==> src/hdl/qpd_pkg.sv <==
// Shared types, character codes and helpers for the quoted-printable decoder.
package qpd_pkg;

    localparam logic [7:0] CH_EQ  = 8'h3D;
    localparam logic [7:0] CH_US  = 8'h5F;
    localparam logic [7:0] CH_SP  = 8'h20;
    localparam logic [7:0] CH_CR  = 8'h0D;
    localparam logic [7:0] CH_LF  = 8'h0A;
    localparam logic [7:0] CH_TAB = 8'h09;
    localparam logic [7:0] CH_BANG  = 8'h21;
    localparam logic [7:0] CH_TILDE = 8'h7E;

    // One packet of decoded output: up to three bytes caused by one input beat.
    typedef struct packed {
        logic [7:0] byte2;
        logic [7:0] byte1;
        logic [7:0] byte0;
        logic [1:0] last_idx;   // number of bytes minus one
        logic       recovered;
    } qpd_pkt_t;

    // Hex digit decode: bit 4 flags a valid digit, bits 3:0 hold its value.
    function automatic logic [4:0] hex_decode(input logic [7:0] ch);
        logic [4:0] res;
        res = 5'h00;
        if (ch >= 8'h30 && ch <= 8'h39)
        begin
            res = {1'b1, ch[3:0]};
        end
        else if ((ch >= 8'h41 && ch <= 8'h46) || (ch >= 8'h61 && ch <= 8'h66))
        begin
            res = {1'b1, ch[3:0] + 4'd9};
        end
        return res;
    endfunction

    // Upper-case hex character for a nibble.
    function automatic logic [7:0] hex_char(input logic [3:0] d);
        logic [7:0] res;
        if (d > 4'd9)
        begin
            res = {4'h0, d} + 8'h37;
        end
        else
        begin
            res = {4'h0, d} + 8'h30;
        end
        return res;
    endfunction

endpackage

==> src/hdl/qpd_front.sv <==
// Front end: escape and line-end tracking, builds at most one output packet per input beat.
module qpd_front (
    input  logic            clk,
    input  logic            rst_n,
    input  logic            cfg_valid,
    input  logic            cfg_data,
    input  logic            in_valid,
    input  logic [7:0]      in_byte,
    input  logic            queue_full,
    output logic            in_ready,
    output logic            push,
    output qpd_pkg::qpd_pkt_t push_pkt
);
    import qpd_pkg::*;

    logic       q_mode_reg;
    logic       in_escape_reg, in_escape_next;
    logic       have_nibble_reg, have_nibble_next;
    logic [3:0] high_nibble_reg, high_nibble_next;
    logic       expect_lf_reg, expect_lf_next;

    logic       accept;
    logic       esc, hn, elf;
    logic [3:0] nib;
    logic [4:0] hex;
    logic       emit;
    qpd_pkt_t   pkt;

    assign in_ready = !queue_full;
    assign accept   = in_valid && in_ready;
    assign hex      = hex_decode(in_byte);

    always_comb
    begin
        // Drop a pending CR, and with it any escape, unless LF follows
        if (expect_lf_reg && in_byte != CH_LF)
        begin
            esc = 1'b0;
            hn  = 1'b0;
            nib = 4'h0;
            elf = 1'b0;
        end
        else
        begin
            esc = in_escape_reg;
            hn  = have_nibble_reg;
            nib = high_nibble_reg;
            elf = expect_lf_reg;
        end

        in_escape_next   = esc;
        have_nibble_next = hn;
        high_nibble_next = nib;
        expect_lf_next   = elf;
        emit             = 1'b0;
        pkt.byte0        = in_byte;
        pkt.byte1        = in_byte;
        pkt.byte2        = in_byte;
        pkt.last_idx     = 2'd0;
        pkt.recovered    = 1'b0;

        if (esc)
        begin
            if (hex[4])
            begin
                if (hn)
                begin
                    emit             = 1'b1;
                    pkt.byte0        = {nib, hex[3:0]};
                    in_escape_next   = 1'b0;
                    have_nibble_next = 1'b0;
                    high_nibble_next = 4'h0;
                    expect_lf_next   = 1'b0;
                end
                else
                begin
                    have_nibble_next = 1'b1;
                    high_nibble_next = hex[3:0];
                end
            end
            else if (in_byte == CH_CR)
            begin
                expect_lf_next = 1'b1;
            end
            else if (in_byte == CH_LF && !hn)
            begin
                in_escape_next   = 1'b0;
                have_nibble_next = 1'b0;
                high_nibble_next = 4'h0;
                expect_lf_next   = 1'b0;
            end
            else
            begin
                // Malformed escape: replay '=', the pending digit if any, then the byte if printable
                emit          = 1'b1;
                pkt.recovered = 1'b1;
                pkt.byte0     = CH_EQ;
                if (hn)
                begin
                    pkt.byte1    = hex_char(nib);
                    pkt.last_idx = 2'd1;
                    if (in_byte >= CH_BANG && in_byte <= CH_TILDE && in_byte != CH_EQ)
                    begin
                        pkt.byte2    = in_byte;
                        pkt.last_idx = 2'd2;
                    end
                end
                else if (in_byte >= CH_BANG && in_byte <= CH_TILDE && in_byte != CH_EQ)
                begin
                    pkt.byte1    = in_byte;
                    pkt.last_idx = 2'd1;
                end
                in_escape_next   = 1'b0;
                have_nibble_next = 1'b0;
                high_nibble_next = 4'h0;
                expect_lf_next   = 1'b0;
            end
        end
        else
        begin
            if ((in_byte >= CH_SP && in_byte <= CH_TILDE) || in_byte == CH_TAB)
            begin
                if (in_byte == CH_EQ)
                begin
                    in_escape_next = 1'b1;
                end
                else if (q_mode_reg && in_byte == CH_US)
                begin
                    emit      = 1'b1;
                    pkt.byte0 = CH_SP;
                end
                else
                begin
                    emit = 1'b1;
                end
            end
            else if (in_byte == CH_LF)
            begin
                emit           = 1'b1;
                expect_lf_next = 1'b0;
            end
            else if (in_byte == CH_CR)
            begin
                expect_lf_next = 1'b1;
            end
        end
    end

    assign push     = accept && emit;
    assign push_pkt = pkt;

    always_ff @(posedge clk or negedge rst_n)
    begin
        if (!rst_n)
        begin
            q_mode_reg      <= 1'b0;
            in_escape_reg   <= 1'b0;
            have_nibble_reg <= 1'b0;
            high_nibble_reg <= 4'h0;
            expect_lf_reg   <= 1'b0;
        end
        else
        begin
            if (cfg_valid)
            begin
                q_mode_reg <= cfg_data;
            end
            if (accept)
            begin
                in_escape_reg   <= in_escape_next;
                have_nibble_reg <= have_nibble_next;
                high_nibble_reg <= high_nibble_next;
                expect_lf_reg   <= expect_lf_next;
            end
        end
    end

endmodule

==> src/hdl/qpd_fifo.sv <==
// Short packet queue between the front end and the output sequencer.
module qpd_fifo #(
    parameter int DEPTH = 4
) (
    input  logic              clk,
    input  logic              rst_n,
    input  logic              push,
    input  qpd_pkg::qpd_pkt_t push_pkt,
    input  logic              pop,
    output logic              full,
    output logic              empty,
    output qpd_pkg::qpd_pkt_t head_pkt
);
    import qpd_pkg::*;

    localparam int PW = (DEPTH > 1) ? $clog2(DEPTH) : 1;
    localparam int CW = $clog2(DEPTH + 1);
    localparam logic [PW-1:0] LAST_PTR = PW'(DEPTH - 1);

    qpd_pkt_t      slots [DEPTH];
    logic [PW-1:0] wr_ptr_reg, wr_ptr_next;
    logic [PW-1:0] rd_ptr_reg, rd_ptr_next;
    logic [CW-1:0] count_reg, count_next;
    logic          do_push, do_pop;

    assign full     = (count_reg == CW'(DEPTH));
    assign empty    = (count_reg == '0);
    assign do_push  = push && !full;
    assign do_pop   = pop && !empty;
    assign head_pkt = slots[rd_ptr_reg];

    always_comb
    begin
        wr_ptr_next = wr_ptr_reg;
        rd_ptr_next = rd_ptr_reg;
        count_next  = count_reg;
        if (do_push)
        begin
            wr_ptr_next = (wr_ptr_reg == LAST_PTR) ? '0 : wr_ptr_reg + 1'b1;
        end
        if (do_pop)
        begin
            rd_ptr_next = (rd_ptr_reg == LAST_PTR) ? '0 : rd_ptr_reg + 1'b1;
        end
        if (do_push && !do_pop)
        begin
            count_next = count_reg + 1'b1;
        end
        else if (do_pop && !do_push)
        begin
            count_next = count_reg - 1'b1;
        end
    end

    always_ff @(posedge clk)
    begin
        if (do_push)
        begin
            slots[wr_ptr_reg] <= push_pkt;
        end
    end

    always_ff @(posedge clk or negedge rst_n)
    begin
        if (!rst_n)
        begin
            wr_ptr_reg <= '0;
            rd_ptr_reg <= '0;
            count_reg  <= '0;
        end
        else
        begin
            wr_ptr_reg <= wr_ptr_next;
            rd_ptr_reg <= rd_ptr_next;
            count_reg  <= count_next;
        end
    end

endmodule

==> src/hdl/qpd_back.sv <==
// Output sequencer: walks the head packet byte by byte into the output register.
module qpd_back (
    input  logic              clk,
    input  logic              rst_n,
    input  logic              empty,
    input  qpd_pkg::qpd_pkt_t head_pkt,
    output logic              pop,
    input  logic              out_ready,
    output logic              out_valid,
    output logic [7:0]        out_byte,
    output logic              out_recovered,
    output logic              out_last
);
    import qpd_pkg::*;

    logic       out_valid_reg, out_valid_next;
    logic [7:0] out_byte_reg;
    logic       out_rec_reg;
    logic       out_last_reg;
    logic [1:0] idx_reg, idx_next;
    logic       load;
    logic       take;
    logic       at_end;
    logic [7:0] sel_byte;

    assign load   = !out_valid_reg || out_ready;
    assign take   = load && !empty;
    assign at_end = (idx_reg == head_pkt.last_idx);
    assign pop    = take && at_end;

    always_comb
    begin
        unique case (idx_reg)
            2'd0:    sel_byte = head_pkt.byte0;
            2'd1:    sel_byte = head_pkt.byte1;
            default: sel_byte = head_pkt.byte2;
        endcase
    end

    always_comb
    begin
        out_valid_next = out_valid_reg;
        idx_next       = idx_reg;
        if (take)
        begin
            out_valid_next = 1'b1;
            idx_next       = at_end ? 2'd0 : idx_reg + 2'd1;
        end
        else if (load)
        begin
            out_valid_next = 1'b0;
        end
    end

    always_ff @(posedge clk)
    begin
        if (take)
        begin
            out_byte_reg <= sel_byte;
            out_rec_reg  <= head_pkt.recovered;
            out_last_reg <= at_end;
        end
    end

    always_ff @(posedge clk or negedge rst_n)
    begin
        if (!rst_n)
        begin
            out_valid_reg <= 1'b0;
            idx_reg       <= 2'd0;
        end
        else
        begin
            out_valid_reg <= out_valid_next;
            idx_reg       <= idx_next;
        end
    end

    assign out_valid     = out_valid_reg;
    assign out_byte      = out_byte_reg;
    assign out_recovered = out_rec_reg;
    assign out_last      = out_last_reg;

endmodule

==> src/hdl/quoted_printable_decoder_top.sv <==
// Quoted-printable decoder (body and Q mode): front end, packet queue, output sequencer.
// Takes one encoded byte per cycle when the packet queue has room, and gives one
// decoded byte per cycle while m_axis_tready is high. Each input beat that yields
// output pushes one packet of one to three bytes; the sequencer sends those bytes on
// consecutive cycles, so the sustained rate is one input beat per cycle for ordinary
// text, and a malformed escape costs one output beat for each byte it replays.
// cfg_data sets Q mode (underscore decodes to space); write it only while no beats are
// in flight.
module quoted_printable_decoder_top #(
    parameter int FIFO_DEPTH = 4
) (
    input  logic       clk,
    input  logic       rst_n,
    input  logic       cfg_valid,
    output logic       cfg_ready,
    input  logic       cfg_data,
    input  logic       s_axis_tvalid,
    output logic       s_axis_tready,
    input  logic [7:0] s_axis_tdata,   // [7:0] in_byte
    output logic       m_axis_tvalid,
    input  logic       m_axis_tready,
    output logic [7:0] m_axis_tdata,   // [7:0] out_byte
    output logic       m_axis_tuser,   // [0] recovered
    output logic       m_axis_tlast
);
    import qpd_pkg::*;

    logic     push;
    logic     pop;
    logic     full;
    logic     empty;
    qpd_pkt_t push_pkt;
    qpd_pkt_t head_pkt;

    assign cfg_ready = 1'b1;

    qpd_front u_front (
        .clk        (clk),
        .rst_n      (rst_n),
        .cfg_valid  (cfg_valid),
        .cfg_data   (cfg_data),
        .in_valid   (s_axis_tvalid),
        .in_byte    (s_axis_tdata),
        .queue_full (full),
        .in_ready   (s_axis_tready),
        .push       (push),
        .push_pkt   (push_pkt)
    );

    qpd_fifo #(
        .DEPTH (FIFO_DEPTH)
    ) u_fifo (
        .clk      (clk),
        .rst_n    (rst_n),
        .push     (push),
        .push_pkt (push_pkt),
        .pop      (pop),
        .full     (full),
        .empty    (empty),
        .head_pkt (head_pkt)
    );

    qpd_back u_back (
        .clk           (clk),
        .rst_n         (rst_n),
        .empty         (empty),
        .head_pkt      (head_pkt),
        .pop           (pop),
        .out_ready     (m_axis_tready),
        .out_valid     (m_axis_tvalid),
        .out_byte      (m_axis_tdata),
        .out_recovered (m_axis_tuser),
        .out_last      (m_axis_tlast)
    );

endmodule

==> config.mk <==
export PLATFORM = sky130hd
export DESIGN_NAME = quoted_printable_decoder_top
export DESIGN_NICKNAME = d
export VERILOG_FILES = /design/src/hdl/qpd_pkg.sv /design/src/hdl/qpd_front.sv /design/src/hdl/qpd_fifo.sv /design/src/hdl/qpd_back.sv /design/src/hdl/quoted_printable_decoder_top.sv
export SDC_FILE = /design/constraint.sdc
export NUM_CORES = 1
export LEC_CHECK = 0
export ABC_AREA = 1
export CAP_MARGIN = 20
export CORE_MARGIN = 10
export CORE_UTILIZATION = 60
export CTS_BUF_LIST = sky130_fd_sc_hd__clkbuf_4
export CTS_CLUSTER_SIZE = 10
export DETAILED_ROUTE_END_ITERATION = 10
export DONT_BUFFER_PORTS = 1
export GPL_ROUTABILITY_DRIVEN = 0
export PLACE_DENSITY = 0.87
export SYNTH_ARGS = -nofsm -noshare
export SYNTH_HDL_FRONTEND = slang
export SYNTH_SLANG_ARGS = --single-unit
==> constraint.sdc <==
create_clock -name clk -period 2.8 [get_ports clk]
set_input_delay 0.28 -clock clk [delete_from_list [all_inputs] [get_ports clk]]
set_output_delay 0.28 -clock clk [all_outputs]
set_load 0.01 [all_outputs]
==> qor.csv, run 1 <==
stage;metric;value;unit
routing;final antenna-violating net count;0;
global_route;All-Layer GR Usage;20.40;%
routing;wire length per cell;18.84;microns
synthesis;most frequent cell after synthesis;edfxtp_1;
power;leak pwr;0.002726;uW
critical_path;critical register-to-register path endpoint;u_fifo.count_reg[2]$_DFFE_PN0P_;
outcome;status;complete, no violations;
routing;DRT Wirelength;15070;microns
min_path;Worst Hold Depth;3;
min_path;hold path endpoint;u_front.in_escape_reg$_DFFE_PN0P_;
placement;DPL Wire Length;10200;microns
timing;Final Hold Viols;0;
critical_path;reg2reg path depth;14;
finish;max reg flops;108;
routing;iteration count of the initial detailed-routing pass;5;
timing;relative slew slack;37.56;%
cts;CTS sink count;136;
finish;nets;680;
min_path;Hold Crit Class;primary input to register;
synthesis;mux cell area share after synthesis;0.1777;%
floorplan;core region area;10320;sq um
cts;clock latency at the later pin of the worst-skew pair;0.54;ns
synthesis;average size of a mapped cell;10.19;sq um
finish;Non-Filler Instances;800;
global_route;first-pass GRT wire length;23630;microns
global_route;number of global-route vias before repair;4741;
synthesis;complex-gate fraction of the synthesized area;10.62;%
critical_path;Setup crit end kind;register;
flow_run;max-cap violations;0;
synthesis;syn nets;652;
synthesis;Synth area leaders;edfxtp_1 (56%), dfrtp_1 (7.1%), nand2_1 (6.8%);
critical_path;critical path startpoint category;register;
cts;Post-CTS Hold Fix Bufs;12;
finish;layout cells sized above 1;10.26;%
timing;RSZ-0062 raised after global routing;false;
timing;Max Slew Vio Count;0;
timing;fin crit share;91.39;%
routing;DRT iter0 DRCs;628;
synthesis;Cell variety after synth;37;
critical_path;R2R setup slack;0.24;ns
global_route;initial antenna violation count;1;
synthesis;warning count from the yosys run;0;
cts;setup bufs post-CTS;0;
synthesis;Simple-Gate Fraction of Synth Area;17.33;%
placement;Buffers on Ports;0;
synthesis;Synth Area in Adders;3.277;%
critical_path;CP Launch Point;u_fifo.rd_ptr_reg[0]$_DFFE_PN0P_;
power;PwrDens;973.8;nW/um^2
routing;drt via density;6.070;
synthesis;Syn Std Cell Area;6337;sq um
floorplan;row cnt;37;
floorplan;Die ar.;15070;sq um
min_path;Worst Hold Launch;s_axis_tvalid;
timing;clk_skew;0.01964;ns
critical_path;Worst R2R Start;u_fifo.rd_ptr_reg[0]$_DFFE_PN0P_;
global_route;largest net degree at the start of global routing;38;
power;Max VDD drop;0.0004613;V
routing;DRC Markers;0;
timing;Final min period;2.559;ns
cts;Clock Tree Buf Depth;2;
critical_path;Worst Path Max Fanout;11;
finish;multi-input logic area;2039;sq um
critical_path;Setup CP Type;register to register;
routing;detailed-route via count;4856;
floorplan;initial core utilization;61.39;%
finish;Layout area overhead;10.64;%
finish;Reg area;3994;sq um
synthesis;top cell type's share of synthesized area;55.91;%
synthesis;XOR/XNOR Fraction of Synth Area;0.5528;%
cts;CTS buffer count;17;
cts;clock root cell;clkbuf_4;
floorplan;Top Ports;27;
cts;CTS tree;yes;
finish;Fill cells;737;
synthesis;sequential fraction of the synthesis area;63.02;%
timing;setup TNS;0;ns
synthesis;dominant synthesized flop cell;edfxtp_1;
timing;FMAX;390.8;MHz
critical_path;Worst EP required;3.22;ns
synthesis;#FFs+latches synth;136;
cts;# resized after CTS;0;
cts;Clock transition at path regs;0.12;ns
synthesis;largest family of logic cells by synthesized area;simple AND/OR/NAND/NOR gates;
floorplan;Die Wd;122.8;microns
timing;measured slew at the worst slew-check pin;0.9335;ns
synthesis;dominant cell type by area after synthesis;edfxtp_1;
cts;htree depth;4;
synthesis;Post-synth EDFFs;118;
placement;placed cells;755;
global_route;grt ovf;0;
timing;# setup viols final;0;
synthesis;fraction of registers with async set/reset;13.24;%
critical_path;Critical Path AT;2.98;ns
floorplan;die height;122.8;microns
synthesis;Synth Instances;622;
synthesis;most frequent cells after synthesis;edfxtp_1 (118), nand2_1 (114), nor2_1 (92), o21ai_0 (77), inv_1 (52);
## worst max-delay path by stage
stage                                                  to  slack (ns)  cells after the start
after floorplan              u_fifo.slots[0][0]$_DFFE_PP_       -0.08                     10
after global placement    u_fifo.count_reg[2]$_DFFE_PN0P_        0.23                     16
after detailed placement  u_fifo.count_reg[2]$_DFFE_PN0P_        0.12                     17
after CTS                 u_fifo.count_reg[2]$_DFFE_PN0P_        0.27                     14
after global routing      u_fifo.count_reg[1]$_DFFE_PN0P_        0.06                     13
final                     u_fifo.count_reg[2]$_DFFE_PN0P_        0.24                     14
## routing by layer
| metal | global-route usage (%) | vias up | share of wire [%] |
|---|---|---|---|
| met5 | 0 | - | 0 |
| met4 | 10.53 | 0 | 3.6 |
| met3 | 5.739 | 54 | 10 |
| met2 | 32.93 | 314 | 47 |
| met1 | 24.54 | 2284 | 39 |
| li1 | - | 2204 | - |
## area by class of cell
class,instances,share of cell area (%)
Multi-Input combinational cell,408,29.09
Antenna cell,1,0.03569
Inverter,55,2.962
Clock buffer,18,1.927
Clock inverter,14,2.570
Tap cell,136,2.427
Timing Repair Buffer,32,4.033
Sequential cell,136,56.96
## where the power goes
part           switching, uW  internal (uW)
sequential               226           2710
combinational           1730            765
clock                    693            708
## worst max-delay path: stages (launching register included)
cell	delay, ns
dfrtp_1	0.54
inv_2	0.19
nand2_1	0.07
nand3_1	0.07
nand2_1	0.08
xor2_1	0.14
nand2_1	0.12
nor2_1	0.10
inv_1	0.07
ha_1	0.13
inv_1	0.07
fa_1	0.44
a21oi_1	0.15
o21ai_0	0.11
xor2_1	0.15
## kinds of logic after synthesis
kind of cell,count (synthesis)
AO/OA/AOI/OAI,124
XOR/XNOR,4
adder cells (fa/ha/maj),16
buffers and inverters,78
flip-flops,136
multiplexers,1
other,1
AND/OR/NAND/NOR,262
## cell usage in the layout (no fill, tap or decap), types with 2 or more instances in the layout
cell and n:
o21ai_0 77, nand4_1 2, clkbuf_4 18, nand3b_1 3
buf_4 19, inv_1 52, nor3_1 5, ha_1 15
xor2_1 3, clkinv_2 2, bufinv_16 4, clkinv_1 4
nand2_2 4, nand2_1 114, dfrtp_1 18, edfxtp_1 118
dlygate4sd3_1 12, nor2_1 88, nor2_2 5, nand3_1 35
clkinvlp_4 3, a31oi_1 2, inv_2 2, nand3_2 3
a21oi_1 15, o22ai_1 25
## stage by stage
step / instance area [sq um] / hold WS (ns) / power [uW] / worst slack (ns) / utilization (%)
2_1_floorplan: 6337 / -0.01559 / 4610 / -0.08369 / -
3_3_place_gp: 6574 / -0.01493 / 5235 / 0.2310 / 63.68
3_5_place_dp: 6574 / -0.01468 / 5368 / 0.1243 / 63.68
4_1_cts: 7009 / 0.01488 / 6787 / 0.2668 / 67.89
5_1_grt: 7012 / 0.03483 / 7199 / 0.06414 / 67.92
6_report: 7012 / 0.04107 / 6828 / 0.2412 / 67.92
Power figures use the tool's default switching activity.
==> run 2, diff against run 1 <==
- PLACE_DENSITY: 0.87 -> unset
- PLACE_DENSITY_LB_ADDON: unset -> 0.3
==> run 2 against run 1 <==
  * First-iteration DRC count is 11% lower
  * Non-clock buffer count is 1 lower
  * Die area stayed put
  * Clock-buffer cell count stayed put
  * Final area is 0.45% higher
  * Critical path type unchanged
==> qor.csv, run 2 (synthesis results as in run 1) <==
stage;metric;value;unit;change
outcome;status;complete, no violations;;
critical_path;Worst Path Buf+Inv;4;;+1
floorplan;initial core utilization;61.39;%;unchanged
routing;final antenna-violating net count;0;;unchanged
finish;most frequent cells in the layout;edfxtp_1 (118), nand2_1 (114), nor2_1 (88), o21ai_0 (77), inv_1 (52);;
critical_path;Critical Path AT;2.83;ns;-0.15 ns
min_path;Hold Crit Class;primary input to register;;
cts;setup bufs post-CTS;0;;unchanged
critical_path;critical path depth in cells;12;;-2
cts;CTS buffer count;17;;unchanged
global_route;largest net degree at the start of global routing;46;;+21%
timing;# setup viols final;0;;unchanged
routing;detailed-route via count;4684;;-3.5%
critical_path;Setup CP Type;register to register;;
cts;CTS tree;yes;;
global_route;All-Layer GR Usage;20.04;%;-0.37 points
global_route;initial antenna violation count;1;;unchanged
floorplan;die height;122.8;microns;unchanged
critical_path;critical path cell sequence;inv_1 -> nand3_1 -> nand2_1 -> inv_1 -> nand3_2 -> inv_1 -> ha_1 -> inv_1 -> fa_1 -> a21oi_1 -> o21ai_0 -> xor2_1;;
critical_path;CP top delay family;simple AND/OR/NAND/NOR gates;;
cts;clock latency at the later pin of the worst-skew pair;0.51;ns;-0.03 ns
finish;most common cell after layout, fill and taps aside;edfxtp_1;;
cts;Clock transition at path regs;0.12;ns;about the same
min_path;Worst Hold Depth;3;;unchanged
timing;RSZ-0062 raised after global routing;false;;
finish;Layout area overhead;11.14;%;
critical_path;Setup crit end kind;register;;
floorplan;Die ar.;15070;sq um;unchanged
floorplan;core region area;10320;sq um;unchanged
routing;DRC Markers;0;;unchanged
critical_path;critical path startpoint category;register;;
timing;measured slew at the worst slew-check pin;0.9982;ns;+0.06465 ns
routing;DRT iter0 DRCs;558;;-11%
cts;htree depth;4;;unchanged
floorplan;Die Wd;122.8;microns;unchanged
critical_path;reg2reg path depth;12;;-2
floorplan;Top Ports;27;;unchanged
critical_path;Slowest-stage cell, CP;fa_1;;
timing;FMAX;409.0;MHz;+4.7%
cts;Clock Tree Buf Depth;2;;unchanged
timing;setup TNS;0;ns;unchanged
timing;Final min period;2.445;ns;-0.1137 ns
finish;design area;7043;sq um;+0.45%
power;PwrDens;965.3;nW/um^2;-0.88%
power;Max VDD drop;0.0004854;V;+5.2%
critical_path;R2R setup slack;0.35;ns;+0.11 ns
cts;CTS sink count;136;;unchanged
routing;wire length per cell;18.23;microns;-3.3%
global_route;first-pass GRT wire length;23090;microns;-2.3%
critical_path;critical path's largest stage delay;0.43;ns;-0.11 ns
floorplan;row cnt;37;;unchanged
finish;nets;679;;-0.15%
cts;# resized after CTS;0;;unchanged
timing;Final Hold Viols;0;;unchanged
global_route;number of global-route vias before repair;4514;;-4.8%
cts;Post-CTS Hold Fix Bufs;12;;unchanged
timing;Max Slew Vio Count;0;;unchanged
power;leak pwr;0.002741;uW;+0.56%
global_route;grt ovf;0;;unchanged
timing;fin crit share;87.33;%;-4.1 points
placement;placed inst area;6604;sq um;+0.46%
placement;DPL Wire Length;9649;microns;-5.4%
critical_path;Worst EP required;3.18;ns;-0.04 ns
routing;iteration count of the initial detailed-routing pass;5;;unchanged
routing;DRT Wirelength;14560;microns;-3.4%
flow_run;max-cap violations;0;;unchanged
timing;clk_skew;0.01807;ns;-0.001575 ns
placement;Buffers on Ports;0;;unchanged
finish;max reg flops;108;;unchanged
critical_path;Worst Path Max Fanout;5;;-6
finish;layout cells sized above 1;10.42;%;+0.17 points
cts;clock root cell;clkbuf_4;;
routing;drt via density;5.862;;-3.4%
timing;relative slew slack;33.23;%;-4.3 points
critical_path;most used cell, CP;inv_1;;
run 2: cell types whose count changed in the layout (fill, tap and decap cells not counted):
| cell | change |
|---|---|
| buf_4 | -4 |
| inv_6 | -1 |
| clkinvlp_4 | -2 |
| clkinv_1 | -2 |
| clkinv_4 | +2 |
| clkinv_2 | +3 |
| buf_12 | +3 |
run 2: per-stage QoR:
step | utilization, % | std cells | setup WS (ns) | hold WS [ns] | total power (uW)
2_1_floorplan | - | 622 | -0.08369 | -0.01559 | 4610
3_3_place_gp | 63.97 | 754 | 0.2239 | -0.01485 | 5302
3_5_place_dp | 63.97 | 754 | 0.1166 | -0.01491 | 5383
4_1_cts | 68.20 | 798 | 0.3522 | 0.03378 | 6793
5_1_grt | 68.20 | 798 | 0.1341 | 0.04856 | 7256
6_report | 68.22 | 799 | 0.3549 | 0.06527 | 6798
run 2: area by class of cell:
cell class | instances | area, sq um
Clock buffer | 18 | 135.1
Tap cell | 136 | 170.2
Clock inverter | 14 | 181.4
Inverter | 55 | 207.7
Multi-Input combinational cell | 408 | 2039
Timing Repair Buffer | 31 | 312.8
Fill cell | 727 | 3281
Sequential cell | 136 | 3994
Antenna cell | 1 | 2.502
run 2: layer usage:
layer	share of wire (%)	vias up	wire, microns	GRT usage [%]
li1	-	2198	-	-
met1	40	2195	5770	25.35
met2	48	260	6995	31.66
met3	10	31	1463	6.107
met4	2.3	0	334	7.953
met5	0	-	0	0
run 2: final timing paths:
kind / from / to
min in group asynchronous: rst_n / u_fifo.wr_ptr_reg[1]$_DFFE_PN0P_
worst min register to register: u_fifo.count_reg[0]$_DFFE_PN0P_ / u_fifo.count_reg[0]$_DFFE_PN0P_
max in group asynchronous: rst_n / u_fifo.count_reg[2]$_DFFE_PN0P_
worst max register to register: u_fifo.count_reg[0]$_DFFE_PN0P_ / u_fifo.count_reg[2]$_DFFE_PN0P_
worst min-delay path: s_axis_tvalid / u_front.in_escape_reg$_DFFE_PN0P_
worst max-delay path: u_fifo.count_reg[0]$_DFFE_PN0P_ / u_fifo.count_reg[2]$_DFFE_PN0P_
run 2: power by group:
group | switching (uW) | leakage, uW | total (uW) | internal [uW]
logic | 1700 | 0.00128 | 2490 | 792
registers | 202 | 0.00129 | 2910 | 2710
clock network | 683 | 0.000171 | 1390 | 711
total | 2590 | 0.00274 | 6800 | 4210
run 2: worst register-to-register path, delay by kind of cell, from the launching register on:
family                     cells  cell delay [ns]
and+or+nand+nor                3             0.59
adders and majority gates      2             0.56
DFF                            1             0.42
buffers and inverters          4             0.36
AOI/OAI and AO/OA              2             0.26
xor gates and xnor gates       1             0.15
==> run 3, diff against run 2 <==
- PLACE_DENSITY: unset -> 0.76
- PLACE_DENSITY_LB_ADDON: 0.3 -> unset
==> run 3 against run 2 <==
  * Critical path depth is the same
  * First-iteration DRC count up 4.7%
  * Worst setup slack got worse by 0.071 ns
  * Maximum frequency down 2.8%
  * Final area is 0.11% lower
  * Largest power group unchanged
==> qor.csv, run 3 (synthesis results as in run 1) <==
stage;metric;value;unit;change
critical_path;R2R setup slack;0.28;ns;-0.07 ns
critical_path;critical path startpoint category;register;;
cts;CTS buffer count;17;;unchanged
placement;placed inst area;6591;sq um;-0.19%
timing;fin crit share;89.87;%;+2.5 points
global_route;largest net degree at the start of global routing;39;;-15%
timing;setup TNS;0;ns;unchanged
timing;RSZ-0062 raised after global routing;false;;
critical_path;Worst R2R Start;u_fifo.rd_ptr_reg[1]$_DFFE_PN0P_;;
global_route;first-pass GRT wire length;23960;microns;+3.7%
power;sw frac;37.80;%;-0.25 points
timing;Final Hold Viols;0;;unchanged
cts;clock latency at the later pin of the worst-skew pair;0.54;ns;+0.03 ns
critical_path;critical register-to-register path endpoint;u_fifo.count_reg[1]$_DFFE_PN0P_;;
global_route;All-Layer GR Usage;20.82;%;+0.79 points
floorplan;core region area;10320;sq um;unchanged
critical_path;Slowest-stage cell, CP;dfrtp_1;;
cts;Clock transition at path regs;0.11;ns;about the same
floorplan;Die ar.;15070;sq um;unchanged
finish;Post-Route Utilization;68.15;%;-0.073 points
cts;clock root cell;clkbuf_4;;
timing;relative slew slack;33.76;%;+0.53 points
critical_path;Worst EP required;3.22;ns;+0.04 ns
finish;layout cells sized above 1;9.834;%;-0.59 points
flow_run;max-cap violations;0;;unchanged
timing;WHS;0.05079;ns;-0.01447 ns
timing;clk_skew;0.02768;ns;+0.009611 ns
routing;DRT iter0 DRCs;584;;+4.7%
floorplan;die height;122.8;microns;unchanged
power;Int Power;4285;uW;+1.7%
timing;Final min period;2.516;ns;+0.07116 ns
floorplan;initial core utilization;61.39;%;unchanged
power;power share of the clock group;21.2;%;+0.7 points
power;PwrDens;979.2;nW/um^2;+1.4%
timing;Max Slew Vio Count;0;;unchanged
timing;measured slew at the worst slew-check pin;0.9903;ns;-0.007897 ns
placement;Place WS;0.1653;ns;+0.04870 ns
power;Combinational Power Share;36.1;%;-0.6 points
power;leak pwr;0.002738;uW;-0.12%
global_route;number of global-route vias before repair;4555;;+0.91%
min_path;Worst Hold Depth;2;;-1
global_route;initial antenna violation count;0;;-1
cts;Clock Tree Buf Depth;2;;unchanged
timing;setup slack after layout;0.2837;ns;-0.07116 ns
routing;wire length per cell;18.93;microns;+3.9%
finish;most frequent cells in the layout;edfxtp_1 (118), nand2_1 (114), nor2_1 (88), o21ai_0 (77), inv_1 (52);;
critical_path;critical path cell sequence;inv_1 -> nand3_1 -> nand2_1 -> xor2_1 -> nand2_1 -> nor2_1 -> inv_1 -> ha_1 -> inv_1 -> fa_1 -> nor2_1 -> a21oi_1;;
finish;nets;679;;unchanged
finish;most common cell after layout, fill and taps aside;edfxtp_1;;
cts;htree depth;4;;unchanged
placement;DPL Wire Length;9997;microns;+3.6%
finish;ant diodes;0;;-1
timing;FMAX;397.4;MHz;-2.8%
min_path;Worst Hold Launch;s_axis_tdata[5];;
timing;# setup viols final;0;;unchanged
cts;CTS sink count;136;;unchanged
critical_path;reg2reg path depth;12;;unchanged
placement;Buffers on Ports;0;;unchanged
min_path;Hold Crit Class;primary input to register;;
min_path;hold path endpoint;u_fifo.slots[3][16]$_DFFE_PP_;;
routing;iteration count of the initial detailed-routing pass;5;;unchanged
finish;design area;7036;sq um;-0.11%
floorplan;row cnt;37;;unchanged
routing;DRT Wirelength;15090;microns;+3.6%
global_route;grt ovf;0;;unchanged
routing;detailed-route via count;4704;;+0.43%
critical_path;most used cell, CP;inv_1;;
critical_path;Worst Path Max Fanout;10;;+5
floorplan;Top Ports;27;;unchanged
cts;# resized after CTS;0;;unchanged
routing;DRC Markers;0;;unchanged
power;sequential power share;42.7;%;about the same
critical_path;Setup crit end kind;register;;
critical_path;Setup CP Type;register to register;;
floorplan;Die Wd;122.8;microns;unchanged
power;Net Switching;2604;uW;+0.66%
critical_path;Critical Path AT;2.93;ns;+0.10 ns
outcome;status;complete, no violations;;
cts;CTS tree;yes;;
routing;final antenna-violating net count;0;;unchanged
routing;drt via density;5.902;;+0.68%
critical_path;critical path's largest stage delay;0.57;ns;+0.14 ns
power;Max VDD drop;0.0006125;V;+26%
finish;Layout area overhead;11.02;%;
finish;max reg flops;108;;unchanged
-- run 3: cell count changes in the layout (fill, tap and decap cells not counted) --
cell and delta:
buf_12 -1, buf_4 +1, bufinv_16 +1, clkbuf_4 +1, clkinv_1 +3, clkinv_2 -3, clkinv_4 -3, diode_2 -1
-- run 3: stage by stage --
| step | cells | total power (uW) |
|---|---|---|
| final | 797 | 6889 |
| after global routing | 797 | 7295 |
| after CTS | 797 | 6881 |
| after detailed placement | 754 | 5388 |
| after global placement | 754 | 5281 |
| after floorplan | 622 | 4610 |
-- run 3: layout make-up --
cell class / instances / area [sq um]
clock inverter: 12 / 181.4
timing repair buffer: 31 / 300.3
fill: 758 / 3288
clock buffer: 19 / 142.6
sequential: 136 / 3994
inverter: 55 / 207.7
tap: 136 / 170.2
multi-input combinational: 408 / 2039
-- run 3: worst max-delay path, delay by kind of cell (launching register included) --
| family | cells | cell delay (ns) |
|---|---|---|
| fa+ha+maj | 2 | 0.62 |
| compound gates | 1 | 0.05 |
| simple gates | 5 | 0.73 |
| buf+inv | 3 | 0.34 |
| xor+xnor | 1 | 0.13 |
| flops | 1 | 0.57 |
-- run 3: layer usage --
| metal | routed length, microns | track usage [%] |
|---|---|---|
| met5 | 0 | 0 |
| met4 | 469 | 9.867 |
| met3 | 1115 | 5.005 |
| met2 | 7085 | 32.26 |
| met1 | 6419 | 27.15 |
-- run 3: power by group through the flow --
stage / Combinational, uW / Clock (uW) / Sequential (uW)
after global placement: 2310 / 0 / 2970
after detailed placement: 2400 / 0 / 2990
final: 2490 / 1460 / 2940
after global routing: 2760 / 1560 / 2980
after floorplan: 1700 / 0 / 2910
after CTS: 2450 / 1480 / 2940
-- run 3: worst max-delay path by stage --
stage,slack (ns),cells after the start,startpoint,end
after global placement,0.26,16,s_axis_tdata[0],u_fifo.count_reg[2]$_DFFE_PN0P_
after global routing,0.06,12,u_fifo.rd_ptr_reg[1]$_DFFE_PN0P_,u_fifo.count_reg[1]$_DFFE_PN0P_
after detailed placement,0.17,17,s_axis_tdata[1],u_fifo.count_reg[2]$_DFFE_PN0P_
final,0.28,12,u_fifo.rd_ptr_reg[1]$_DFFE_PN0P_,u_fifo.count_reg[1]$_DFFE_PN0P_
after CTS,0.29,12,u_fifo.rd_ptr_reg[1]$_DFFE_PN0P_,u_fifo.count_reg[1]$_DFFE_PN0P_
after floorplan,-0.08,10,s_axis_tdata[0],u_fifo.slots[0][0]$_DFFE_PP_
-- run 3: repair_timing --
item                                   in CTS  in global routing
hold buffers                               12                  0
endpoints found under the hold margin      52                  0
setup buffers                               0                  0
